--- src/sv/assert_macros.svh ---
// Assertion macros shared by the timer table RTL.
`ifndef ASSERT_MACROS_SVH
`define ASSERT_MACROS_SVH

// Same-cycle implication, checked on clk, off while rst_n is low.
`define TTOP_ASSERT_IMP(lbl, ante, cons) \
  lbl: assert property (@(posedge clk) disable iff (!rst_n) (ante) |-> (cons)) \
    else $error("timer table assertion failed");

// Next-cycle implication, checked on clk, off while rst_n is low.
`define TTOP_ASSERT_NEXT(lbl, ante, cons) \
  lbl: assert property (@(posedge clk) disable iff (!rst_n) (ante) |=> (cons)) \
    else $error("timer table assertion failed");

`endif

--- src/sv/ttop_pkg.sv ---
// Types and constants of the timer table.
`timescale 1ns / 1ps
package ttop_pkg;

  localparam int NUM_TIMERS_DEF = 16;

  localparam int MODE_W   = 3;
  localparam int TIDX_W   = 8;
  localparam int FLAGS_W  = 2;
  localparam int TIME_W   = 64;
  localparam int STATUS_W = 2;
  localparam int RIDX_W   = 6;

  localparam logic [MODE_W-1:0] MODE_TICK    = 3'd0;
  localparam logic [MODE_W-1:0] MODE_ALLOC   = 3'd1;
  localparam logic [MODE_W-1:0] MODE_START   = 3'd2;
  localparam logic [MODE_W-1:0] MODE_STOP    = 3'd3;
  localparam logic [MODE_W-1:0] MODE_RELEASE = 3'd4;
  localparam logic [MODE_W-1:0] MODE_QUERY   = 3'd5;

  localparam logic [STATUS_W-1:0] ST_OK      = 2'd0;
  localparam logic [STATUS_W-1:0] ST_NO_FREE = 2'd1;
  localparam logic [STATUS_W-1:0] ST_BAD_IDX = 2'd2;

  localparam int FLAG_ENABLE   = 0;
  localparam int FLAG_PERIODIC = 1;

  typedef enum logic [2:0] {
    OP_TICK,
    OP_ALLOC,
    OP_START,
    OP_STOP,
    OP_RELEASE,
    OP_QUERY,
    OP_NOP,
    OP_BAD_IDX
  } op_t;

  typedef struct packed {
    op_t                op;
    logic [RIDX_W-1:0]  idx;
    logic [FLAGS_W-1:0] flags;
    logic [TIME_W-1:0]  interval;
    logic [TIME_W-1:0]  now;
  } cmd_t;

  typedef struct packed {
    logic [STATUS_W-1:0] status;
    logic                fired;
    logic [RIDX_W-1:0]   idx;
    logic [TIME_W-1:0]   elapsed;
    logic                last;
  } res_t;

  localparam int CMD_W = $bits(cmd_t);
  localparam int RES_W = $bits(res_t);

endpackage

--- src/sv/ttop_ram.sv ---
// Generic single-write, single-read RAM with registered read data.
`timescale 1ns / 1ps
module ttop_ram #(
  parameter int WIDTH = 64,
  parameter int DEPTH = 16,
  localparam int ADDR_W = (DEPTH > 1) ? $clog2(DEPTH) : 1
) (
  input  logic              clk,
  input  logic              we_i,
  input  logic [ADDR_W-1:0] waddr_i,
  input  logic [WIDTH-1:0]  wdata_i,
  input  logic [ADDR_W-1:0] raddr_i,
  output logic [WIDTH-1:0]  rdata_o
);

  logic [WIDTH-1:0] mem_r [DEPTH];
  logic [WIDTH-1:0] rdata_r;

  always_ff @(posedge clk) begin
    if (we_i) begin
      mem_r[waddr_i] <= wdata_i;
    end
    rdata_r <= mem_r[raddr_i];
  end

  assign rdata_o = rdata_r;

endmodule

--- src/sv/ttop_fifo.sv ---
// Small generic FIFO used for the command and result queues.
`timescale 1ns / 1ps
module ttop_fifo #(
  parameter int WIDTH = 8,
  parameter int DEPTH = 2
) (
  input  logic             clk,
  input  logic             rst_n,
  input  logic             push_i,
  input  logic [WIDTH-1:0] wdata_i,
  output logic             full_o,
  input  logic             pop_i,
  output logic [WIDTH-1:0] rdata_o,
  output logic             empty_o
);

  localparam int PTR_W = (DEPTH > 1) ? $clog2(DEPTH) : 1;
  localparam int CNT_W = $clog2(DEPTH + 1);

  logic [WIDTH-1:0] mem_r [DEPTH];
  logic [PTR_W-1:0] wr_ptr_r, wr_ptr_nxt;
  logic [PTR_W-1:0] rd_ptr_r, rd_ptr_nxt;
  logic [CNT_W-1:0] cnt_r, cnt_nxt;
  logic             do_push, do_pop;

  assign full_o  = (cnt_r == CNT_W'(DEPTH));
  assign empty_o = (cnt_r == '0);
  assign do_push = push_i && !full_o;
  assign do_pop  = pop_i && !empty_o;
  assign rdata_o = mem_r[rd_ptr_r];

  always_comb begin
    wr_ptr_nxt = wr_ptr_r;
    rd_ptr_nxt = rd_ptr_r;
    cnt_nxt    = cnt_r;
    if (do_push) begin
      wr_ptr_nxt = (wr_ptr_r == PTR_W'(DEPTH - 1)) ? '0 : wr_ptr_r + 1'b1;
    end
    if (do_pop) begin
      rd_ptr_nxt = (rd_ptr_r == PTR_W'(DEPTH - 1)) ? '0 : rd_ptr_r + 1'b1;
    end
    if (do_push && !do_pop) begin
      cnt_nxt = cnt_r + 1'b1;
    end else if (do_pop && !do_push) begin
      cnt_nxt = cnt_r - 1'b1;
    end
  end

  always_ff @(posedge clk) begin
    if (!rst_n) begin
      wr_ptr_r <= '0;
      rd_ptr_r <= '0;
      cnt_r    <= '0;
    end else begin
      wr_ptr_r <= wr_ptr_nxt;
      rd_ptr_r <= rd_ptr_nxt;
      cnt_r    <= cnt_nxt;
    end
  end

  always_ff @(posedge clk) begin
    if (do_push) begin
      mem_r[wr_ptr_r] <= wdata_i;
    end
  end

endmodule

--- src/sv/ttop_front.sv ---
// Front end: accepts input transactions, classifies them, queues commands.
`timescale 1ns / 1ps
module ttop_front #(
  parameter int NUM_TIMERS = ttop_pkg::NUM_TIMERS_DEF
) (
  input  logic                        clk,
  input  logic                        rst_n,
  input  logic                        in_push,
  output logic                        in_full,
  input  logic [ttop_pkg::MODE_W-1:0]  in_mode,
  input  logic [ttop_pkg::TIDX_W-1:0]  in_timer_index,
  input  logic [ttop_pkg::FLAGS_W-1:0] in_add_flags,
  input  logic [ttop_pkg::TIME_W-1:0]  in_interval_us,
  input  logic [ttop_pkg::TIME_W-1:0]  in_now_us,
  output ttop_pkg::cmd_t              cmd_o,
  output logic                        cmd_valid_o,
  input  logic                        cmd_pop_i
);
  import ttop_pkg::*;

  cmd_t             cmd_in;
  logic             idx_ok;
  logic [CMD_W-1:0] q_rdata;
  logic             q_empty;

  assign idx_ok = ({1'b0, in_timer_index} < (TIDX_W + 1)'(NUM_TIMERS));

  always_comb begin
    cmd_in.idx      = in_timer_index[RIDX_W-1:0];
    cmd_in.flags    = in_add_flags;
    cmd_in.interval = in_interval_us;
    cmd_in.now      = in_now_us;
    case (in_mode)
      MODE_TICK:    cmd_in.op = OP_TICK;
      MODE_ALLOC:   cmd_in.op = OP_ALLOC;
      MODE_START:   cmd_in.op = OP_START;
      MODE_STOP:    cmd_in.op = OP_STOP;
      MODE_RELEASE: cmd_in.op = OP_RELEASE;
      MODE_QUERY:   cmd_in.op = OP_QUERY;
      default:      cmd_in.op = OP_NOP;
    endcase
    if ((in_mode inside {MODE_START, MODE_STOP, MODE_RELEASE, MODE_QUERY}) && !idx_ok) begin
      cmd_in.op = OP_BAD_IDX;
    end
  end

  ttop_fifo #(
    .WIDTH(CMD_W),
    .DEPTH(2)
  ) u_cmd_q (
    .clk     (clk),
    .rst_n   (rst_n),
    .push_i  (in_push),
    .wdata_i (cmd_in),
    .full_o  (in_full),
    .pop_i   (cmd_pop_i),
    .rdata_o (q_rdata),
    .empty_o (q_empty)
  );

  assign cmd_o       = cmd_t'(q_rdata);
  assign cmd_valid_o = !q_empty;

endmodule

--- src/sv/ttop_back.sv ---
// Back end: timer slot state, command sequencer and result queue.
`timescale 1ns / 1ps
module ttop_back #(
  parameter int NUM_TIMERS = ttop_pkg::NUM_TIMERS_DEF
) (
  input  logic           clk,
  input  logic           rst_n,
  input  ttop_pkg::cmd_t cmd_i,
  input  logic           cmd_valid_i,
  output logic           cmd_pop_o,
  output ttop_pkg::res_t res_o,
  output logic           res_empty_o,
  input  logic           res_pop_i
);
  import ttop_pkg::*;

  localparam int IDX_W = (NUM_TIMERS > 1) ? $clog2(NUM_TIMERS) : 1;
  localparam logic [IDX_W-1:0] LAST_IDX = IDX_W'(NUM_TIMERS - 1);

  typedef enum logic [2:0] {
    S_IDLE,
    S_ALLOC,
    S_QUERY,
    S_SCAN,
    S_EMIT
  } state_t;

  state_t                  state_r, state_nxt;
  logic [IDX_W-1:0]        ptr_r, ptr_nxt;
  logic [NUM_TIMERS-1:0]   in_use_r, in_use_nxt;
  logic [NUM_TIMERS-1:0]   enabled_r, enabled_nxt;
  logic [NUM_TIMERS-1:0]   periodic_r, periodic_nxt;
  logic [NUM_TIMERS-1:0]   stv_r, stv_nxt;
  logic                    pend_v_r, pend_v_nxt;
  logic [IDX_W-1:0]        pend_idx_r, pend_idx_nxt;
  res_t                    res_r, res_nxt;
  cmd_t                    cur_r, cur_nxt;

  logic                    st_we, iv_we;
  logic [IDX_W-1:0]        raddr;
  logic [TIME_W-1:0]       st_rdata, iv_rdata, st_val, elapsed;
  logic                    expired, need_push;
  logic                    res_push, res_full;
  res_t                    res_wdata;
  logic [RES_W-1:0]        res_q;
  logic [IDX_W-1:0]        cidx;

  function automatic res_t fired_res(input logic [IDX_W-1:0] idx, input logic last);
    res_t r;
    r.status  = ST_OK;
    r.fired   = 1'b1;
    r.idx     = RIDX_W'(idx);
    r.elapsed = '0;
    r.last    = last;
    return r;
  endfunction

  assign cidx    = cmd_i.idx[IDX_W-1:0];
  assign st_val  = stv_r[ptr_r] ? st_rdata : '0;
  assign elapsed = cur_r.now - st_val;
  assign expired = in_use_r[ptr_r] && enabled_r[ptr_r] && (elapsed >= iv_rdata);

  always_comb begin
    state_nxt    = state_r;
    ptr_nxt      = ptr_r;
    in_use_nxt   = in_use_r;
    enabled_nxt  = enabled_r;
    periodic_nxt = periodic_r;
    stv_nxt      = stv_r;
    pend_v_nxt   = pend_v_r;
    pend_idx_nxt = pend_idx_r;
    res_nxt      = res_r;
    cur_nxt      = cur_r;
    cmd_pop_o    = 1'b0;
    res_push     = 1'b0;
    res_wdata    = res_r;
    st_we        = 1'b0;
    iv_we        = 1'b0;
    raddr        = ptr_r;
    need_push    = expired && pend_v_r;

    case (state_r)
      S_IDLE: begin
        if (cmd_valid_i) begin
          cmd_pop_o       = 1'b1;
          cur_nxt         = cmd_i;
          res_nxt.status  = ST_OK;
          res_nxt.fired   = 1'b0;
          res_nxt.idx     = '0;
          res_nxt.elapsed = '0;
          res_nxt.last    = 1'b1;
          state_nxt       = S_EMIT;
          case (cmd_i.op)
            OP_TICK: begin
              raddr      = '0;
              ptr_nxt    = '0;
              pend_v_nxt = 1'b0;
              state_nxt  = S_SCAN;
            end
            OP_ALLOC: begin
              ptr_nxt   = '0;
              state_nxt = S_ALLOC;
            end
            OP_START: begin
              if (in_use_r[cidx]) enabled_nxt[cidx] = 1'b1;
            end
            OP_STOP: begin
              if (in_use_r[cidx]) enabled_nxt[cidx] = 1'b0;
            end
            OP_RELEASE: begin
              in_use_nxt[cidx]   = 1'b0;
              enabled_nxt[cidx]  = 1'b0;
              periodic_nxt[cidx] = 1'b0;
            end
            OP_QUERY: begin
              raddr     = cidx;
              ptr_nxt   = cidx;
              state_nxt = S_QUERY;
            end
            OP_BAD_IDX: begin
              res_nxt.status = ST_BAD_IDX;
            end
            default: begin
            end
          endcase
        end
      end

      S_ALLOC: begin
        if (!in_use_r[ptr_r]) begin
          in_use_nxt[ptr_r]   = 1'b1;
          enabled_nxt[ptr_r]  = cur_r.flags[FLAG_ENABLE];
          periodic_nxt[ptr_r] = cur_r.flags[FLAG_PERIODIC];
          stv_nxt[ptr_r]      = 1'b1;
          st_we               = 1'b1;
          iv_we               = 1'b1;
          res_nxt.idx         = RIDX_W'(ptr_r);
          state_nxt           = S_EMIT;
        end else if (ptr_r == LAST_IDX) begin
          res_nxt.status = ST_NO_FREE;
          state_nxt      = S_EMIT;
        end else begin
          ptr_nxt = ptr_r + 1'b1;
        end
      end

      S_QUERY: begin
        res_nxt.elapsed = elapsed;
        state_nxt       = S_EMIT;
      end

      S_SCAN: begin
        // the previous expiry waits in pend until it is known whether it is last
        if (!(need_push && res_full)) begin
          if (need_push) begin
            res_push  = 1'b1;
            res_wdata = fired_res(pend_idx_r, 1'b0);
          end
          if (expired) begin
            pend_v_nxt   = 1'b1;
            pend_idx_nxt = ptr_r;
            if (periodic_r[ptr_r]) begin
              st_we          = 1'b1;
              stv_nxt[ptr_r] = 1'b1;
            end else begin
              enabled_nxt[ptr_r] = 1'b0;
            end
          end
          if (ptr_r == LAST_IDX) begin
            if (expired) begin
              res_nxt = fired_res(ptr_r, 1'b1);
            end else if (pend_v_r) begin
              res_nxt = fired_res(pend_idx_r, 1'b1);
            end
            state_nxt = S_EMIT;
          end else begin
            ptr_nxt = ptr_r + 1'b1;
            raddr   = ptr_r + 1'b1;
          end
        end
      end

      S_EMIT: begin
        if (!res_full) begin
          res_push  = 1'b1;
          state_nxt = S_IDLE;
        end
      end

      default: begin
        state_nxt = S_IDLE;
      end
    endcase
  end

  always_ff @(posedge clk) begin
    if (!rst_n) begin
      state_r    <= S_IDLE;
      in_use_r   <= '0;
      enabled_r  <= '0;
      periodic_r <= '0;
      stv_r      <= '0;
      pend_v_r   <= 1'b0;
    end else begin
      state_r    <= state_nxt;
      in_use_r   <= in_use_nxt;
      enabled_r  <= enabled_nxt;
      periodic_r <= periodic_nxt;
      stv_r      <= stv_nxt;
      pend_v_r   <= pend_v_nxt;
    end
    ptr_r      <= ptr_nxt;
    pend_idx_r <= pend_idx_nxt;
    res_r      <= res_nxt;
    cur_r      <= cur_nxt;
  end

  ttop_ram #(
    .WIDTH(TIME_W),
    .DEPTH(NUM_TIMERS)
  ) u_start_ram (
    .clk     (clk),
    .we_i    (st_we),
    .waddr_i (ptr_r),
    .wdata_i (cur_r.now),
    .raddr_i (raddr),
    .rdata_o (st_rdata)
  );

  ttop_ram #(
    .WIDTH(TIME_W),
    .DEPTH(NUM_TIMERS)
  ) u_interval_ram (
    .clk     (clk),
    .we_i    (iv_we),
    .waddr_i (ptr_r),
    .wdata_i (cur_r.interval),
    .raddr_i (raddr),
    .rdata_o (iv_rdata)
  );

  ttop_fifo #(
    .WIDTH(RES_W),
    .DEPTH(2)
  ) u_res_q (
    .clk     (clk),
    .rst_n   (rst_n),
    .push_i  (res_push),
    .wdata_i (res_wdata),
    .full_o  (res_full),
    .pop_i   (res_pop_i),
    .rdata_o (res_q),
    .empty_o (res_empty_o)
  );

  assign res_o = res_t'(res_q);

endmodule

--- src/sv/timer_table_one_shot_periodic.sv ---
// Top level of the one-shot / periodic timer table.
// A table of NUM_TIMERS timer slots driven through two queue-style ports.
// Each input transaction carries a mode (tick, allocate, start, stop, release,
// query) and gives one result, except a tick, which gives one result per
// expired slot in index order (or a single fired=0 result), with last marking
// the final one. Commands pass a two-entry queue into a sequencer that owns the
// slot flags and two RAMs (start time, interval) sharing one read address;
// results leave through a two-entry queue. A tick scans the slots through the RAM
// read port at one slot per cycle while the result queue is not full; an allocate
// searches for a free slot at one slot per cycle; a query waits for the RAM read.
// Commands are registered in the front queue before the sequencer sees them.
`timescale 1ns / 1ps
`include "assert_macros.svh"
module timer_table_one_shot_periodic #(
  parameter int NUM_TIMERS = ttop_pkg::NUM_TIMERS_DEF
) (
  input  logic                          clk,
  input  logic                          rst_n,
  input  logic                          in_push,
  output logic                          in_full,
  input  logic [ttop_pkg::MODE_W-1:0]   in_mode,
  input  logic [ttop_pkg::TIDX_W-1:0]   in_timer_index,
  input  logic [ttop_pkg::FLAGS_W-1:0]  in_add_flags,
  input  logic [ttop_pkg::TIME_W-1:0]   in_interval_us,
  input  logic [ttop_pkg::TIME_W-1:0]   in_now_us,
  output logic                          out_empty,
  input  logic                          out_pop,
  output logic [ttop_pkg::STATUS_W-1:0] out_status,
  output logic                          out_fired,
  output logic [ttop_pkg::RIDX_W-1:0]   out_timer_index_res,
  output logic [ttop_pkg::TIME_W-1:0]   out_elapsed_us,
  output logic                          out_last
);
  import ttop_pkg::*;

  cmd_t cmd;
  logic cmd_valid;
  logic cmd_pop;
  res_t res;

  ttop_front #(
    .NUM_TIMERS(NUM_TIMERS)
  ) u_front (
    .clk            (clk),
    .rst_n          (rst_n),
    .in_push        (in_push),
    .in_full        (in_full),
    .in_mode        (in_mode),
    .in_timer_index (in_timer_index),
    .in_add_flags   (in_add_flags),
    .in_interval_us (in_interval_us),
    .in_now_us      (in_now_us),
    .cmd_o          (cmd),
    .cmd_valid_o    (cmd_valid),
    .cmd_pop_i      (cmd_pop)
  );

  ttop_back #(
    .NUM_TIMERS(NUM_TIMERS)
  ) u_back (
    .clk         (clk),
    .rst_n       (rst_n),
    .cmd_i       (cmd),
    .cmd_valid_i (cmd_valid),
    .cmd_pop_o   (cmd_pop),
    .res_o       (res),
    .res_empty_o (out_empty),
    .res_pop_i   (out_pop)
  );

  assign out_status          = res.status;
  assign out_fired           = res.fired;
  assign out_timer_index_res = res.idx;
  assign out_elapsed_us      = res.elapsed;
  assign out_last            = res.last;

  `TTOP_ASSERT_IMP(a_fired_ok, !out_empty && out_fired, out_status == ST_OK && out_elapsed_us == '0)
  `TTOP_ASSERT_IMP(a_err_clean, !out_empty && out_status != ST_OK, out_timer_index_res == '0 && !out_fired)
  `TTOP_ASSERT_IMP(a_pop_valid, cmd_pop, cmd_valid)
  `TTOP_ASSERT_NEXT(a_cmd_held, cmd_valid && !cmd_pop, cmd_valid)

endmodule
--- config.mk ---
export PLATFORM = sky130hd
export DESIGN_NAME = timer_table_one_shot_periodic
export DESIGN_NICKNAME = d
export VERILOG_FILES = /design/src/sv/ttop_pkg.sv /design/src/sv/ttop_ram.sv /design/src/sv/ttop_fifo.sv /design/src/sv/ttop_front.sv /design/src/sv/ttop_back.sv /design/src/sv/timer_table_one_shot_periodic.sv
export VERILOG_INCLUDE_DIRS = /design/src /design/src/sv
export SDC_FILE = /design/constraint.sdc
export NUM_CORES = 2
export LEC_CHECK = 0
export BUFFER_PORTS_ARGS = -buffer_cell sky130_fd_sc_hd__buf_2
export CAP_MARGIN = 20
export CORE_UTILIZATION = 50
export DETAILED_ROUTE_END_ITERATION = 6
export GPL_TIMING_DRIVEN = 0
export PLACE_DENSITY = 0.71
export SKIP_CTS_REPAIR_TIMING = 1
export SLEW_MARGIN = 0
export SYNTH_ARGS = -nofsm -noshare
export SYNTH_HDL_FRONTEND = slang
export SYNTH_HIERARCHICAL = 1
export SYNTH_SLANG_ARGS = --single-unit
--- constraint.sdc ---
create_clock -name clk -period 13.99 [get_ports clk]
set_clock_uncertainty 0.05 [all_clocks]
set_input_delay 2.798 -clock clk [delete_from_list [all_inputs] [get_ports clk]]
set_output_delay 2.798 -clock clk [all_outputs]
set_load 0.02 [all_outputs]
# ---- Word-level counts from Yosys, hierarchy flattened
# Memories as Yosys holds them, arrays and structs flattened. A register that Yosys moved wholly into a read port is not among the register bits.
# Index checks and enable logic that the tools add are counted.
dict set report op_classes {
  n_lt_le_gt_ge 6
  n_reduce_logical 50
  mux 111
  n_addsub 10
  n_eq_ne 35
  bitwise 11
}
# cell n
set ops {}
lappend ops {{two-way mux 74 bit} 8}
lappend ops {{two-way mux 16 bit} 17}
lappend ops {{case mux 64 bit (3 select lines)} 1}
lappend ops {{case mux 16 bit (2 select lines)} 3}
lappend ops {{case mux 16 bit (3 select lines)} 2}
lappend ops {{bitwise AND 16 bit} 4}
lappend ops {{greater-or-equal comparator 64 bit} 1}
lappend ops {{two-way mux 64 bit} 1}
lappend ops {{subtractor 64 bit} 1}
lappend ops {{OR 16 bit} 3}
lappend ops {{two-way mux 1 bit} 37}
lappend ops {{bitwise mux 16 bit} 2}
lappend ops {{NOT 16 bit} 2}
lappend ops {{case mux 4 bit (2 select lines)} 3}
lappend ops {{binary-select mux 1 bit (select 4 bit)} 5}
lappend ops {{two-way mux 4 bit} 5}
lappend ops {{AND reduction 5 bit} 4}
lappend ops {{== test 3 x 2 -> 1 bit, second input constant} 6}
lappend ops {{== test 3 bit, second input constant} 6}
lappend ops {{two-way mux 3 bit} 6}
lappend ops {{case mux 3 bit (6 select lines)} 1}
lappend ops {{case mux 6 bit (3 select lines)} 1}
lappend ops {{logical AND 1 bit} 15}
lappend ops {{case mux 3 bit (5 select lines)} 1}
lappend ops {{37 further kinds} 88}
dict set report word_totals {
  input_bits 145
  n_memories 4
  ramBits 2474
  output_inout_bits 76
  word_cells 249
  reg_bits 288
}
# name depth width rd rd_ports_with_merged_regs write_ports line_no
set memory_table {}
lappend memory_table {u_back.u_interval_ram.mem_r 16 64 1 1 1 ttop_ram.sv:16} ;# logic [WIDTH-1:0] mem_r [DEPTH];
lappend memory_table {u_back.u_start_ram.mem_r 16 64 1 1 1 ttop_ram.sv:16}
lappend memory_table {u_front.u_cmd_q.mem_r 2 139 1 1 1 ttop_fifo.sv:20} ;# logic [WIDTH-1:0] mem_r [DEPTH];
lappend memory_table {u_back.u_res_q.mem_r 2 74 1 1 1 ttop_fifo.sv:20}

# ---- Depth between registers and ports, before layout
dict set report depth {
  depth_word 15
  mapped_depth 37
  depth_no_buf 32
}

# ---- Cells and area by module
# Netlist, hierarchy kept.
# mod n_inst seq_area_each_um2 area_each_um2 cells_each
set modules_own_cells {}
lappend modules_own_cells {ttop_ram 2 32030.7 39581.7 1647}
lappend modules_own_cells {ttop_back 1 7637.3 17835.9 1805}
lappend modules_own_cells {{ttop_fifo at u_front.u_cmd_q} 1 8448.1 10296.1 457}
lappend modules_own_cells {{ttop_fifo at u_back.u_res_q} 1 4544.4 5566.6 255}
lappend modules_own_cells {ttop_front 1 0.0 62.6 8}

# ---- Least setup slack after synthesis
# No wires, ideal clock.
dict set report synth_path {
  path_kind {flip-flop to flip-flop}
  startpoint {register u_back.ptr_r[0]}
  endpoint {memory u_back.u_start_ram.mem_r[0][0], enable pin}
  setup_slack_ns 1.679
  t_arrival_ns 11.697
  stages_incl_launch_ff 33
  setup_ns 0.565
  period_less_slack_ns 12.311
  n_path_buf 6
  t_required_ns 13.375
  path_cell_list {edfxtp_1 buf_4 buf_4 buf_2 mux4_2 mux4_2 buf_2 clkbuf_1 nand2_1 ha_1 a21o_1 a221oi_2 o211a_2 nor2_2 o31ai_4 o31ai_4 a31oi_2 nor2_1 a311oi_2 xnor2_1 ha_1 nand4_1 nor4_1 a21oi_1 nand2_1 a21oi_1 and3_1 a21oi_4 a41oi_4 buf_4 inv_1 or3b_2 nor3_1}
}
dict set report synth_between {
  elab_chain_cells 12
  elab_cells_between_ends 22
  cone_classes {1 x add/sub; 1 x order compare; 16 x mux; 4 x reduce/logical}
}
# item line_no
set synth_lines {}
lappend synth_lines {{start, declared} ttop_back.sv:29} ;# logic [IDX_W-1:0] ptr_r, ptr_nxt;
lappend synth_lines {{start signal, assigned} ttop_back.sv:212} ;# ptr_r <= ptr_nxt;
lappend synth_lines {{binary-select mux 1 bit (select 4 bit) (*)} ttop_back.sv:59} ;# assign st_val = stv_r[ptr_r] ? st_rdata : '0;
lappend synth_lines {{two-way mux 1 bit (not written as such) (*)} ttop_back.sv:59}
lappend synth_lines {{two-way mux 64 bit (*)} ttop_back.sv:59}
lappend synth_lines {{subtractor 64 bit (*)} ttop_back.sv:60} ;# assign elapsed = cur_r.now - st_val;
lappend synth_lines {{named net u_back.elapsed[62]} ttop_back.sv:41} ;# logic [TIME_W-1:0] st_rdata, iv_rdata, st_val, elapsed;
lappend synth_lines {{greater-or-equal comparator 64 bit (*)} ttop_back.sv:61} ;# assign expired = in_use_r[ptr_r] && enabled_r[ptr_r] && (elapsed >= iv_rdata);
lappend synth_lines {{logical AND 1 bit (*)} ttop_back.sv:61}
lappend synth_lines {{logical AND 1 bit} ttop_back.sv:80} ;# need_push = expired && pend_v_r;
lappend synth_lines {{logical AND 1 bit} ttop_back.sv:154} ;# if (!(need_push && res_full)) begin
lappend synth_lines {{two-way mux 1 bit (*)} ttop_back.sv:154}
lappend synth_lines {{case mux 1 bit (2 select lines) (*)} ttop_back.sv:82} ;# case (state_r)
lappend synth_lines {{named net u_back.st_we} ttop_back.sv:39} ;# logic st_we, iv_we;
lappend synth_lines {{two-way mux 1 bit (*)} ttop_ram.sv:20} ;# if (we_i) begin
lappend synth_lines {{two-way mux 1 bit (not written as such) (*)} ttop_ram.sv:21} ;# mem_r[waddr_i] <= wdata_i;
lappend synth_lines {{end, declared} ttop_ram.sv:16}
# The timed path passes the listed nets; every way through them passes the cells marked *. The select of a mux whose other input is x is not followed.

# ---- Worst setup path after layout
dict set report layout_path {
  startpoint {register u_back.ptr_r[0]}
  endpoint {register u_back.u_start_ram.rdata_r[29], in the netlist u_back/u_start_ram/rdata_o[29], read port of u_back.u_start_ram.mem_r}
}
dict set report layout_between {
  elab_chain_cells 10
  elab_cells_between_ends 20
  cone_classes {2 x add/sub; 1 x order compare; 1 x eq/ne; 12 x mux; 4 x reduce/logical}
}
# item line_no
set layout_lines {}
lappend layout_lines {{binary-select mux 1 bit (select 4 bit)} ttop_back.sv:59}
lappend layout_lines {{two-way mux 1 bit (not written as such)} ttop_back.sv:59}
lappend layout_lines {{two-way mux 64 bit} ttop_back.sv:59}
lappend layout_lines {{subtractor 64 bit} ttop_back.sv:60}
lappend layout_lines {{named net u_back.elapsed[60]} ttop_back.sv:41}
lappend layout_lines {{greater-or-equal comparator 64 bit} ttop_back.sv:61}
lappend layout_lines {{logical AND 1 bit} ttop_back.sv:61}
lappend layout_lines {{logical AND 1 bit} ttop_back.sv:80}
lappend layout_lines {{logical AND 1 bit} ttop_back.sv:154}
lappend layout_lines {{two-way mux 4 bit} ttop_back.sv:154}
lappend layout_lines {{case mux 4 bit (2 select lines)} ttop_back.sv:82}
lappend layout_lines {{named net u_back.raddr[1]} ttop_back.sv:40} ;# logic [IDX_W-1:0] raddr;
lappend layout_lines {{end, declared} ttop_ram.sv:17} ;# logic [WIDTH-1:0] rdata_r;
# The timed path passes the listed nets, and every way through them passes these cells. The select of a mux whose other input is x is not followed.
# A chain may end at the register's enable or synchronous reset.

==> flow_summary.yaml <==
status:
  outcome: "finished clean"
power_and_ir_drop:
  p_leak_uw: 0.0428
  power_density_nw_per_um2: 216
  finalPower_uw: 28100
  ir_drop_mv: 0.166
setup_path:
  path_delay_family: "compound AO/OA/AOI/OAI gates"
  worstReg2RegStart: "u_back/ptr_r[0]$_DFFE_PP_"
  required_ps: 14740
  critical_path.max_fanout: 18
  critPathArrivalTime_ps: 13670
  rr_worst_depth: 35
  cpPeakStageDelay_ps: 980
  end_kind: "flop"
  cp_num_buf_inv: 7
  critPathKind: "flop to flop"
  crit_path_top_delay_cell: "edfxtp_1"
  startpoint: "u_back/ptr_r[0]$_DFFE_PP_"
  crit_cells: 35
  start_kind: "flop"
  cpMostUsedCell: "nand2_1"
yosys:
  synth_area_per_cell_um2: 19.4
  yosys_warnings: 6
  synth_area_um2: 113000
  postSynthCellCount: 5813
worst_hold_path:
  min_from: "u_back/stv_r[7]$_SDFFE_PN0P_"
  hold_depth: 1
  holdCritPathClass: "flop to flop"
clock_tree:
  cts_htree_levels: 5
  cts_buffer_depth: 4
  clock_latency_ps: 980
  path_clk_slew_ps: 60
  cts_num_sinks: 2885
  cts_tree: "done"
  cts_buffers: 313
  cts_root_buffer: "clkbuf_16"
placed_design:
  gp_congestion: 0.900
  place_area_um2: 120000
  io_buffers: 220
  dpl_worst_slack_ps: 950
  dp_cells: 9162
  dp_hpwl_um: 191000
sta:
  grt_setup_unrepaired: "false"
  layout_setup_ws_ps: 1070
  tightest_slew_ps: 1170
  setup_viol: 0
  holdWs_ps: 407
  hold_viol: 0
  period_minus_slack_ps: 12920
  max_freq_mhz: 77.4
  slew_headroom_pct: 21.9
  period_share_pct: 92.4
  drv_slew: 0
floorplanning:
  initial_core_util_pct: 50.5
  dieHeight_um: 477
  rows: 173
  core_area_um2: 223000
  io_pins: 221
  die_w_um: 477
  fp.dieArea_um2: 227000
global_route:
  grt_max_degree: 79
  first_global_vias: 59767
  antenna_found_initial: 14
  grt_pass1_wl_um: 409000
  grt_use_total_pct: 24.7
  grt-ovfl-total: 0
cells_and_area:
  area_growth_pct: 15.4
  fin_area_um2: 130000
  fin_nets: 6783
  fin_cells: 9708
  drive_gt1_share_pct: 26.0
route:
  drc_errors: 0
  drt_pre_antenna_iters: 6
  routed_wl_um: 283000
  wl_per_cell_um: 29.1
  vias: 59224
  via_per_inst: 6.10
  ant_nets: 0
  drtIter0Drc: 6462
job:
  drv_cap: 0
-- flip-flops by register name (all words and copies together) (netlist names), 2 cells and up, named ones only --
signal / flops
u_back/u_interval_ram/mem_r: 1024
u_back/u_start_ram/mem_r: 1024
u_front/u_cmd_q/mem_r: 274
u_back/u_res_q/mem_r: 148
u_back/cur_r: 130
u_back/res_r: 71
u_back/u_interval_ram/rdata_o: 64
u_back/u_start_ram/rdata_o: 64
u_back/in_use_r: 16
u_back/periodic_r: 16
u_back/stv_r: 16
u_back/pend_idx_r: 4
u_back/ptr_r: 4
u_back/state_r: 3
u_back/u_res_q/cnt_r: 2
u_front/u_cmd_q/cnt_r: 2
-- worst paths after layout --
check | end | slack, ps
worst max register to register | u_back/u_start_ram/rdata_o[29]$_DFF_P_ | 1070
worst min register to register | u_back/stv_r[7]$_SDFFE_PN0P_ | 410
worst min-delay path | u_back/stv_r[7]$_SDFFE_PN0P_ | 410
worst max-delay path | u_back/u_start_ram/rdata_o[29]$_DFF_P_ | 1070
-- layout make-up --
cell class / instances / area, µm²
buffer: 288 / 1520
fill: 15887 / 93000
tap: 2975 / 3720
inverter: 91 / 349
multi-input combinational: 2552 / 26600
timing repair buffer: 372 / 3700
clock buffer: 396 / 8360
sequential: 2885 / 84600
antenna: 4 / 10.0
clock inverter: 145 / 1360
-- power breakdown --
part,internal [µW],switching (µW),leakage (µW)
Clock,4630,3250,0.00474
Combinational,2980,4810,0.0120
Sequential,11300,1070,0.0260
-- placed cells by master, fill, tap and decap left out, drive strengths merged, types with 6 or more instances in the layout --
master    count
a21boi       37
a21o         74
a21oi       116
a22oi       261
a31oi        10
and2        137
and3         15
buf         504
bufinv       22
clkbuf      552
clkinv      100
clkinvlp     15
dfxtp       206
edfxtp     2679
ha          134
inv          99
mux2        216
mux2i        14
mux4        537
nand2       322
nand2b       18
nand3        49
nand3b        6
nand4        29
nor2        129
nor2b        25
nor3         25
o211ai       25
o21a         28
o21ai       139
o21bai       17
o221a        19
o31ai         9
or3          10
xnor2        45
xor2         24
-- through the flow --
step / setup TNS, ps / utilization [%]
floorplan: 0 / -
global placement: -3324040 / 52.7
detailed placement: 0 / 54.0
CTS: 0 / 58.3
global route: 0 / 58.3
finish: 0 / 58.3
-- layer usage --
| layer | wire length, µm | vias up | global-route usage (%) |
|---|---|---|---|
| li1 | - | 24960 | - |
| met1 | 111000 | 30833 | 33.7 |
| met2 | 134000 | 2844 | 38.9 |
| met3 | 24800 | 581 | 4.75 |
| met4 | 13000 | 6 | 10.8 |
| met5 | 42 | - | 0 |
Power figures use the tool's default switching activity.
